==> config.mk <==
export PLATFORM = sky130hd
export DESIGN_NAME = generation_tagged_lease_table
export DESIGN_NICKNAME = d
export VERILOG_FILES = /design/src/hdl/gtl_pkg.sv /design/src/hdl/generation_tagged_lease_table.sv /design/src/hdl/gtl_cell.sv
export SDC_FILE = /design/constraint.sdc
export NUM_CORES = 2
export LEC_CHECK = 0
export BUFFER_PORTS_ARGS = -buffer_cell sky130_fd_sc_hd__buf_4
export CAP_MARGIN = 40
export CORE_AREA = 2 2 373 375
export DETAILED_ROUTE_END_ITERATION = 7
export DIE_AREA = 0 0 375 377
export PLACE_DENSITY = 0.77
export RECOVER_POWER = 25
export SETUP_SLACK_MARGIN = 0.3
export SLEW_MARGIN = 40
export SYNTH_ARGS = -nofsm -noshare
export SYNTH_HDL_FRONTEND = slang
export SYNTH_SLANG_ARGS = --single-unit
==> constraint.sdc <==
create_clock -name clk -period 11.1 [get_ports clk]
set_input_delay 0.555 -clock clk [delete_from_list [all_inputs] [get_ports clk]]
set_output_delay 0.555 -clock clk [all_outputs]
set_load 0.05 [all_outputs]
==> src/hdl/gtl_pkg.sv <==
// Shared types and constants for the generation-tagged lease table.
// No dependencies; used by every module of the block.
`default_nettype none

package gtl_pkg;

	localparam int SLOT_COUNT_DEF = 8;
	localparam int IN_W           = 104;
	localparam int OUT_W          = 104;
	localparam int FIELDS_IN_W    = 98;
	localparam int FIELDS_OUT_W   = 99;
	localparam logic [31:0] WORD_MAX = 32'hFFFF_FFFF;

	typedef enum logic [1:0] {
		ACT_ACQUIRE = 2'd0,
		ACT_RELEASE = 2'd1,
		ACT_SET     = 2'd2
	} action_t;

	typedef enum logic [2:0] {
		STS_OK        = 3'd0,
		STS_NO_HANDLE = 3'd1,
		STS_EXHAUSTED = 3'd2,
		STS_FULL      = 3'd3,
		STS_STALE     = 3'd4,
		STS_REFUSED   = 3'd5
	} status_t;

	typedef enum logic [1:0] {
		S_IDLE,
		S_SCAN,
		S_DONE
	} state_t;

	// Request travelling along the slot chain.
	typedef struct packed {
		logic        vld;
		logic        acq;
		logic        hit;
		logic [31:0] token;
		logic [31:0] epoch;
		logic [31:0] handle;
	} query_t;

endpackage

`default_nettype wire

==> src/hdl/generation_tagged_lease_table.sv <==
// Generation-tagged lease table: top level with request control and the slot chain.
// Depends on gtl_pkg and gtl_cell.
//
// Usage:
//   Requests enter on the s_axis channel, one item per request; each request gives
//   exactly one result item on the m_axis channel, in order.
//   Acquire and release walk the chain of SLOT_COUNT slot cells, one cell per cycle,
//   lowest slot first; the first free slot (acquire) or first matching busy slot
//   (release) takes the request and marks it hit for the cells further down.
//   Acquire/release pass from accept through the launch register, the SLOT_COUNT
//   cells and the result stage to the result; set-handle, action code three and
//   acquires refused up front go straight to the result stage. Only one request is in
//   flight: intake stays closed until the previous result has left the result stage.
//   s_axis_tready is high only while idle. The result sits in an output register;
//   a new request may be accepted while it waits. If the receiver stalls, the next
//   result holds in the result stage and no further request is taken until the
//   output register frees.
//   Reset (arst_n low) empties all slots, sets the next token to 1, the epoch and
//   current handle to 0, and drops any pending result.
`default_nettype none

module generation_tagged_lease_table #(
	parameter int SLOT_COUNT = gtl_pkg::SLOT_COUNT_DEF
) (
	input  wire logic                     clk,
	input  wire logic                     arst_n,
	input  wire logic                     s_axis_tvalid,
	output logic                          s_axis_tready,
	// [1:0] action, [33:2] lease_token_in, [65:34] lease_epoch_in,
	// [97:66] handle_in, rest zero
	input  wire logic [gtl_pkg::IN_W-1:0] s_axis_tdata,
	output logic                          m_axis_tvalid,
	input  wire logic                     m_axis_tready,
	// [2:0] status, [34:3] lease_token_out, [66:35] lease_epoch_out,
	// [98:67] handle_out, rest zero
	output logic [gtl_pkg::OUT_W-1:0]     m_axis_tdata
);

	gtl_pkg::state_t  state_q, state_nxt;
	gtl_pkg::query_t  query_q;
	gtl_pkg::query_t  chain [SLOT_COUNT+1];
	logic [SLOT_COUNT-1:0] busy_vec;

	logic [31:0] token_ctr_q;
	logic [31:0] cur_epoch_q;
	logic [31:0] cur_handle_q;

	gtl_pkg::status_t res_status_q;
	logic [31:0]      res_token_q;
	logic [31:0]      res_epoch_q;
	logic [31:0]      res_handle_q;

	logic                     out_vld_q;
	logic [gtl_pkg::OUT_W-1:0] out_data_q;

	logic [1:0]  in_action;
	logic [31:0] in_token;
	logic [31:0] in_epoch;
	logic [31:0] in_handle;

	logic accept;
	logic launch;
	logic any_busy;
	logic chain_done;
	logic load_out;
	gtl_pkg::status_t imm_status;

	// Unpack the request.
	assign in_action = s_axis_tdata[1:0];
	assign in_token  = s_axis_tdata[33:2];
	assign in_epoch  = s_axis_tdata[65:34];
	assign in_handle = s_axis_tdata[97:66];

	assign accept     = s_axis_tvalid && s_axis_tready;
	assign any_busy   = |busy_vec;
	assign chain_done = chain[SLOT_COUNT].vld;

	// Decide whether the request needs the chain or resolves here.
	always_comb begin
		launch     = 1'b0;
		imm_status = gtl_pkg::STS_REFUSED;
		case (in_action)
			gtl_pkg::ACT_ACQUIRE: begin
				if (cur_handle_q == 32'd0) begin
					imm_status = gtl_pkg::STS_NO_HANDLE;
				end else if (token_ctr_q == 32'd0 || token_ctr_q == gtl_pkg::WORD_MAX) begin
					imm_status = gtl_pkg::STS_EXHAUSTED;
				end else begin
					launch = 1'b1;
				end
			end
			gtl_pkg::ACT_RELEASE: begin
				launch = 1'b1;
			end
			gtl_pkg::ACT_SET: begin
				if (any_busy || cur_epoch_q == gtl_pkg::WORD_MAX) begin
					imm_status = gtl_pkg::STS_REFUSED;
				end else begin
					imm_status = gtl_pkg::STS_OK;
				end
			end
			default: begin
				imm_status = gtl_pkg::STS_REFUSED;
			end
		endcase
	end

	// Next state.
	always_comb begin
		state_nxt = state_q;
		case (state_q)
			gtl_pkg::S_IDLE: begin
				if (accept) begin
					state_nxt = launch ? gtl_pkg::S_SCAN : gtl_pkg::S_DONE;
				end
			end
			gtl_pkg::S_SCAN: begin
				if (chain_done) begin
					state_nxt = gtl_pkg::S_DONE;
				end
			end
			gtl_pkg::S_DONE: begin
				if (load_out) begin
					state_nxt = gtl_pkg::S_IDLE;
				end
			end
			default: begin
				state_nxt = gtl_pkg::S_IDLE;
			end
		endcase
	end

	// Handshake outputs.
	always_comb begin
		s_axis_tready = 1'b0;
		load_out      = 1'b0;
		case (state_q)
			gtl_pkg::S_IDLE: begin
				s_axis_tready = 1'b1;
			end
			gtl_pkg::S_DONE: begin
				load_out = !out_vld_q || m_axis_tready;
			end
			default: begin
				s_axis_tready = 1'b0;
			end
		endcase
	end

	always_ff @(posedge clk or negedge arst_n) begin
		if (!arst_n) begin
			state_q <= gtl_pkg::S_IDLE;
		end else begin
			state_q <= state_nxt;
		end
	end

	// Launch register feeding the first cell; valid for one cycle only.
	always_ff @(posedge clk or negedge arst_n) begin
		if (!arst_n) begin
			query_q <= '0;
		end else begin
			query_q.vld <= accept && launch;
			if (accept && launch) begin
				query_q.hit <= 1'b0;
				if (in_action == gtl_pkg::ACT_ACQUIRE) begin
					query_q.acq    <= 1'b1;
					query_q.token  <= token_ctr_q;
					query_q.epoch  <= cur_epoch_q;
					query_q.handle <= cur_handle_q;
				end else begin
					query_q.acq    <= 1'b0;
					query_q.token  <= in_token;
					query_q.epoch  <= in_epoch;
					query_q.handle <= in_handle;
				end
			end
		end
	end

	// Global lease state: token counter, epoch and current handle.
	always_ff @(posedge clk or negedge arst_n) begin
		if (!arst_n) begin
			token_ctr_q  <= 32'd1;
			cur_epoch_q  <= 32'd0;
			cur_handle_q <= 32'd0;
		end else begin
			if (accept && in_action == gtl_pkg::ACT_SET && imm_status == gtl_pkg::STS_OK) begin
				cur_handle_q <= in_handle;
				cur_epoch_q  <= cur_epoch_q + 32'd1;
			end
			if (chain_done && chain[SLOT_COUNT].acq && chain[SLOT_COUNT].hit) begin
				token_ctr_q <= token_ctr_q + 32'd1;
			end
		end
	end

	// Result stage: hold the outcome until the output register frees.
	always_ff @(posedge clk or negedge arst_n) begin
		if (!arst_n) begin
			res_status_q <= gtl_pkg::STS_OK;
			res_token_q  <= 32'd0;
			res_epoch_q  <= 32'd0;
			res_handle_q <= 32'd0;
		end else if (accept && !launch) begin
			res_status_q <= imm_status;
			res_token_q  <= 32'd0;
			res_epoch_q  <= 32'd0;
			res_handle_q <= 32'd0;
		end else if (state_q == gtl_pkg::S_SCAN && chain_done) begin
			res_token_q  <= 32'd0;
			res_epoch_q  <= 32'd0;
			res_handle_q <= 32'd0;
			if (chain[SLOT_COUNT].acq) begin
				if (chain[SLOT_COUNT].hit) begin
					res_status_q <= gtl_pkg::STS_OK;
					res_token_q  <= chain[SLOT_COUNT].token;
					res_epoch_q  <= chain[SLOT_COUNT].epoch;
					res_handle_q <= chain[SLOT_COUNT].handle;
				end else begin
					res_status_q <= gtl_pkg::STS_FULL;
				end
			end else begin
				res_status_q <= chain[SLOT_COUNT].hit ? gtl_pkg::STS_OK : gtl_pkg::STS_STALE;
			end
		end
	end

	// Output register.
	always_ff @(posedge clk or negedge arst_n) begin
		if (!arst_n) begin
			out_vld_q <= 1'b0;
		end else if (load_out) begin
			out_vld_q <= 1'b1;
		end else if (m_axis_tready) begin
			out_vld_q <= 1'b0;
		end
	end

	always_ff @(posedge clk) begin
		if (load_out) begin
			out_data_q <= {{(gtl_pkg::OUT_W - gtl_pkg::FIELDS_OUT_W){1'b0}},
				res_handle_q, res_epoch_q, res_token_q, res_status_q};
		end
	end

	assign m_axis_tvalid = out_vld_q;
	assign m_axis_tdata  = out_data_q;

	// Slot chain: the request advances one cell per cycle.
	assign chain[0] = query_q;

	for (genvar i = 0; i < SLOT_COUNT; i++) begin : g_cell
		gtl_cell u_cell (
			.clk    (clk),
			.arst_n (arst_n),
			.q_in   (chain[i]),
			.q_out  (chain[i+1]),
			.busy   (busy_vec[i])
		);
	end

endmodule

`default_nettype wire

==> src/hdl/gtl_cell.sv <==
// One lease slot of the chain: holds busy, token, epoch and handle.
// Depends on gtl_pkg for the query struct.
`default_nettype none

module gtl_cell (
	input  wire logic            clk,
	input  wire logic            arst_n,
	input  gtl_pkg::query_t      q_in,
	output gtl_pkg::query_t      q_out,
	output logic                 busy
);

	logic        busy_q;
	logic [31:0] token_q;
	logic [31:0] epoch_q;
	logic [31:0] handle_q;
	gtl_pkg::query_t q_out_q;
	logic        match;
	logic        take;

	assign match = (token_q == q_in.token) && (epoch_q == q_in.epoch) &&
		(handle_q == q_in.handle);
	// claim a free slot on acquire, free a matching one on release
	assign take = q_in.vld && !q_in.hit && (q_in.acq ? !busy_q : (busy_q && match));

	always_ff @(posedge clk or negedge arst_n) begin
		if (!arst_n) begin
			busy_q <= 1'b0;
		end else if (take) begin
			busy_q <= q_in.acq;
		end
	end

	always_ff @(posedge clk) begin
		if (take && q_in.acq) begin
			token_q  <= q_in.token;
			epoch_q  <= q_in.epoch;
			handle_q <= q_in.handle;
		end
	end

	// pass the request on, marked hit once some slot has taken it
	always_ff @(posedge clk or negedge arst_n) begin
		if (!arst_n) begin
			q_out_q <= '0;
		end else begin
			q_out_q <= {q_in.vld, q_in.acq, q_in.hit | take,
				q_in.token, q_in.epoch, q_in.handle};
		end
	end

	assign q_out = q_out_q;
	assign busy  = busy_q;

endmodule

`default_nettype wire

Word level (Yosys, flattened, before mapping):

Index checks and enable logic that the tools add are counted.

* add/subtract/negate cells: 2
* multipliers: 0
* div/mod/pow operators: 0
* order comparisons: 0
* equal/unequal tests: 33
* shift operators: 0
* mux-type cells: 43
* bitwise logic cells: 7
* reduce and logical (&&, ||, !) cells: 84

Operators by type and width (count)
* 32-bit == test: 24
* 32-bit 2-to-1 mux: 12
* 96-bit 2-to-1 mux: 1
* 32-bit by 1-bit adder with 32-bit output (second input constant): 2
* 32-bit == test (second input constant): 2
* 32-bit logical NOT: 2
* 1-bit logical AND: 55
* 3-bit 2-to-1 mux: 7
* 1-bit logical NOT: 17
* 1-bit 2-to-1 mux: 15
* 2-bit 2-to-1 mux: 5
* 8-bit OR reduction: 1
* 1-bit OR: 7
* 2-bit one-hot mux with 3 select lines: 1
* 3-bit one-hot mux with 2 select lines: 1
* 2-bit by 1-bit == test with 1-bit output (second input constant): 2
* 2-bit == test (second input constant): 2
* 2-bit logical NOT: 2
* 2-bit inequality test (second input constant): 2
* 2-bit nonzero test: 2
* 3-bit logical NOT: 1
* 1-bit logical OR: 3
* 3-bit AND reduction: 1
* 2-bit by 1-bit inequality test with 1-bit output (second input constant): 1
* 1-bit one-hot mux with 2 select lines: 1

* register bits after elaboration: 1963
* latch bits: 0
* memory bits (writable): 0
* bits in read-only memories: 0
* input port bits: 108
* memories kept: 0

Logic depth before layout (Yosys ltp):

* depth after elaboration: 8
* gate-level depth with buffers: 11
* gate-level depth less buffers: 8

Modules after synthesis:

A second synthesis with hierarchy kept.

* cells, all modules: 3973
* area, all modules: 69514.2 um^2

By module, submodules not included
* gtl_cell: times used 8, cells each 358, area an instance 6712.7 um^2
* generation_tagged_lease_table: times used 1, cells each 1109, area an instance 15812.7 um^2

Worst setup path before layout:

OpenSTA, ideal clock, no wires.

* kind: register to register
* from: register g_cell[1].u_cell.q_out_q, in the netlist g_cell[1].u_cell.q_out[97]
* to: register g_cell[2].u_cell.epoch_q[0] (enable)
* data arrival time: 9.696 ns
* data required time: 10.305 ns
* path slack: 0.608 ns
* cell stages (with the launch flop): 2
* buffers on the path: 0
* period minus slack after synthesis: 10.492 ns
* cell sequence: dfrtp_1 > nor4bb_1

* longest elaborated chain between the ends: 3

RTL lines
* start: declaration: line gtl_cell.sv:17 `gtl_pkg::query_t q_out_q;`
* start signal: assignment: line gtl_cell.sv:47 `q_out_q <= {q_in.vld, q_in.acq, q_in.hit | take,`
* 1-bit 2-to-1 mux: line gtl_cell.sv:24 `assign take = q_in.vld && !q_in.hit && (q_in.acq ? !busy_q : (busy_q && match));`
* 1-bit logical AND: line gtl_cell.sv:24
* 1-bit logical AND *: line gtl_cell.sv:35 `if (take && q_in.acq) begin`
* end signal: assignment: line gtl_cell.sv:37 `epoch_q <= q_in.epoch;`
* end: declaration: line gtl_cell.sv:15 `logic [31:0] epoch_q;`

Every way passes the cells marked *; elsewhere a longest branch is shown, timed or not.
A chain may end at the register's enable or synchronous reset.

Worst setup path in the final report:

* from: register token_ctr_q[0]
* to: register query_q, in the netlist chain[803]

* longest elaborated chain between the ends: 6
* elaborated cells between the ends (all ways): 7
* classes of those cells: eq/ne (1); mux (3); reduce/logical (3)

RTL lines
* start: declaration: line generation_tagged_lease_table.sv:44 `logic [31:0] token_ctr_q;`
* start signal: assignment: line generation_tagged_lease_table.sv:193 `token_ctr_q <= token_ctr_q + 32'd1;`
* 32-bit == test or 32-bit logical NOT (tied branches): line generation_tagged_lease_table.sv:86 `end else if (token_ctr_q == 32'd0 || token_ctr_q == gtl_pkg::WORD_MAX) begin`
* 1-bit logical OR *: line generation_tagged_lease_table.sv:86
* 1-bit 2-to-1 mux *: line generation_tagged_lease_table.sv:86
* 1-bit 2-to-1 mux *: line generation_tagged_lease_table.sv:84 `if (cur_handle_q == 32'd0) begin`
* 1-bit one-hot mux with 2 select lines *: line generation_tagged_lease_table.sv:82 `case (in_action)`
* 1-bit logical AND *: line generation_tagged_lease_table.sv:164 `if (accept && launch) begin`
* end: declaration: line generation_tagged_lease_table.sv:40 `gtl_pkg::query_t query_q;`

Marked as above.

==> flow_summary.toml <==
[synthesis]
synth_top_cell_area_share_pct = 40.0
syn_inst = 4180
ys_top_cells_by_area = "dfrtp_1 40%, edfxtp_1 38%, xnor2_1 4.7%"
synth_top_area_cell = "dfrtp_1"
synth_area_per_cell_um2 = 16.4
ys_ff_latch = 1963
synth_area_mm2 = 0.0684
yosys_most_used_dff = "dfrtp_1"
synth_common_cells = "1095 x dfrtp_1, 867 x edfxtp_1, 369 x xnor2_1"
synth_edf_count = 867
synth.most_common_cell = "dfrtp_1"
synth_cell_types = 58
ys_seq_area_share_pct = 78.1
async_reset_ff_share_pct = 55.8
synth_warnings = 0

[outcome]
violations = "max-capacitance violations, max-slew violations"
status = "finished with violations"

[worst_setup_path]
crit_path_end_kind = "flip-flop"
critical_path.max_fanout = 86
required_ns = 11.75
critPathLaunchType = "flip-flop"
path_cells = "inv_1, ha_1, nor4b_1, nand4_1, a2bb2o_1, o21ai_4, buf_6, and2_4, buf_12, a21oi_1"
r2r_cells = 10
crit_path_top_delay_cell = "and2_4"
critical_path_class = "flip-flop to flip-flop"
slowest_delay_ns = 0.62
arrival_ns = 4.47

[floorplanning]
initial_core_util_pct = 50.0
fp.dieW_um = 375
ios = 214
rows = 136
die_h_um = 377
die_area_mm2 = 0.141
core_mm2 = 0.137

[clocking]
h-tree-depth = 4
cts_buffer_depth = 3
cts-root-buf = "clkbuf_16"
cts_buffers = 183
clock_latency_ns = 0.81
clk_pin_slew_ns = 0.06
cts_tree = "yes"
clock_sinks = 1963

[global_route]
overflow = 0
grt_pass1_wl_um = 240000
antenna_found_initial = 5
grt_max_degree = 158
first_global_vias = 36500
grt_usage_pct = 23.3

[place]
gp_congestion = 0.963
port_buffers = 202
dp_cells = 6134
postPlaceCellArea_mm2 = 0.0724
dp_hpwl_um = 119000

[sta]
slew_headroom_pct = -16.9
slew_violations = 28
worstMarginPinSlew_ns = 1.75
period_share_pct = 34.4
rsz0062_at_grt = "false"
finalHoldViolations = 0
period_needed_ns = 3.82
setup_viol = 0
clock_skew_ns = 0.0365
fmax_mhz = 262
finalSetupTns_ns = 0

[finish]
area_growth_pct = 15.4
nets = 4677
utilization_pct = 57.7
final_cells = 6524
drive_gt1_share_pct = 11.6
fin_area_mm2 = 0.0790

[routing]
antenna_left = 0
via_count = 35400
wl_per_cell_um = 24.9
wl_um = 162000
route.detailed.drc = 0
drtIter0Drc = 3150
dr.pass1.iters = 7
vias_per_cell = 5.42

[power]
vdd_ir_drop_max_mv = 0.150
power_density_mw_per_mm2 = 176
p_total_w = 0.0139
p_leak_nw = 30.7

[min_path]
whs_path_depth = 3
min_path_type = "primary input to flip-flop"

[run]
drv_cap = 1
==> cell type report <==
cell class | instances | area (um^2)
clock buffer | 266 | 5200
multi-input combinational | 1921 | 14000
tap | 1794 | 2240
inverter | 218 | 818
clock inverter | 80 | 831
sequential | 1963 | 53500
antenna | 3 | 7.51
fill | 10200 | 58000
timing repair buffer | 279 | 2440
==> state kept, by name, indices dropped and copies added, names as in the netlist <==
| name | count |
|---|---|
| m_axis_tdata | 99 |
| res_status_q | 3 |
| chain | 98 |
| g_cell.u_cell.q_out | 792 |
| m_axis_tvalid | 1 |
| g_cell.u_cell.handle_q | 256 |
| cur_epoch_q | 32 |
| res_token_q | 32 |
| g_cell.u_cell.epoch_q | 256 |
| token_ctr_q | 32 |
| g_cell.u_cell.token_q | 256 |
| state_q | 2 |
| g_cell.u_cell.busy | 8 |
| res_epoch_q | 32 |
| res_handle_q | 32 |
| cur_handle_q | 32 |
==> where the power goes <==
group	switching [W]	internal, W	leakage, nW	total, W
sequential	0.00000000000000000000950	0.00754	21.3	0.00754
clock	0.00268	0.00354	2.93	0.00621
combinational	0.000118	0.0000565	6.50	0.000174
==> cells in the final DEF (no fill, tap or decap), types with 11 or more instances in the layout <==
master         netlist  routed
clkbuf_16            0     189
edfxtp_1           867     867
dlygate4sd3_1        0      36
nor2b_1            127     126
dfrtp_1           1095    1095
or4_1               11      11
mux2i_1             96      96
a2111oi_0           38      36
inv_1              218     218
a21oi_1            196     196
nor2_1              42      39
nand2b_1            90      90
nor4_1             109     105
clkinv_2             0      31
nor3_1              13      12
buf_4                6     217
o22ai_1             70      70
clkbuf_8             0      18
xor2_1             185     185
nand3_1             31      31
nand2_1            120     120
nand4_1            140     140
clkinv_1             0      16
a22o_1             118     118
and3_1              16      11
bufinv_16            0      11
xnor2_1            369     369
buf_6                1      11
o2111ai_1           24      24
clkbuf_1            57      60
a2111o_1            16      16
==> cell families after synthesis <==
group	count (synthesis)	synth area share [%]
other cells	1	0.00548
simple gates	726	6.05
flops	1963	78.1
compound gates	529	5.45
fa+ha+maj	3	0.0548
xor+xnor	554	7.09
buf+inv	300	1.71
mux	104	1.54
==> critical path: cells and delay by family, from the launching register on <==
kind	cells	cell delay, ns
AOI/OAI and AO/OA	3	0.95
buffers and inverters	3	0.94
and+or+nand+nor	3	0.89
DFF	1	0.58
adders and majority gates	1	0.22
==> timing repair <==
action                                 in CTS  in global routing
hold buffers                               36                  0
endpoints found under the hold margin     119                  0
gates resized for setup                     0                  0
setup buffers                               0                  0
==> worst paths after layout <==
| path | from | endpoint | slack (ns) |
|---|---|---|---|
| max | token_ctr_q[0] | chain[803] | 7.28 |
| min | s_axis_tdata[17] | chain[871] | 0.06 |
| max reg2reg | token_ctr_q[0] | chain[803] | 7.28 |
| min reg2reg | g_cell[0].u_cell.q_out[98] | g_cell[1].u_cell.q_out[98] | 0.38 |
| max in group asynchronous | arst_n | g_cell[7].u_cell.q_out[32] | 7.51 |
| min in group asynchronous | arst_n | token_ctr_q[18] | 0.75 |
==> routing by layer <==
metal,up-vias,global-route usage (%),wire (um)
met4,4,12.9,9480
li1,15900,-,-
met1,18100,28.7,63600
met5,-,0,24
met3,308,3.18,6540
met2,1102,40.0,82600
==> through the flow <==
step / worst slack [ns] / hold slack [ns]
after global routing: 7.00 / 0.0373
after CTS: 7.16 / 0.00428
final: 7.28 / 0.0612
after global placement: 7.14 / 0.368
after floorplan: 0.608 / 0.259
after detailed placement: 7.19 / 0.367
Note: power is estimated with default switching activity, not from simulation.
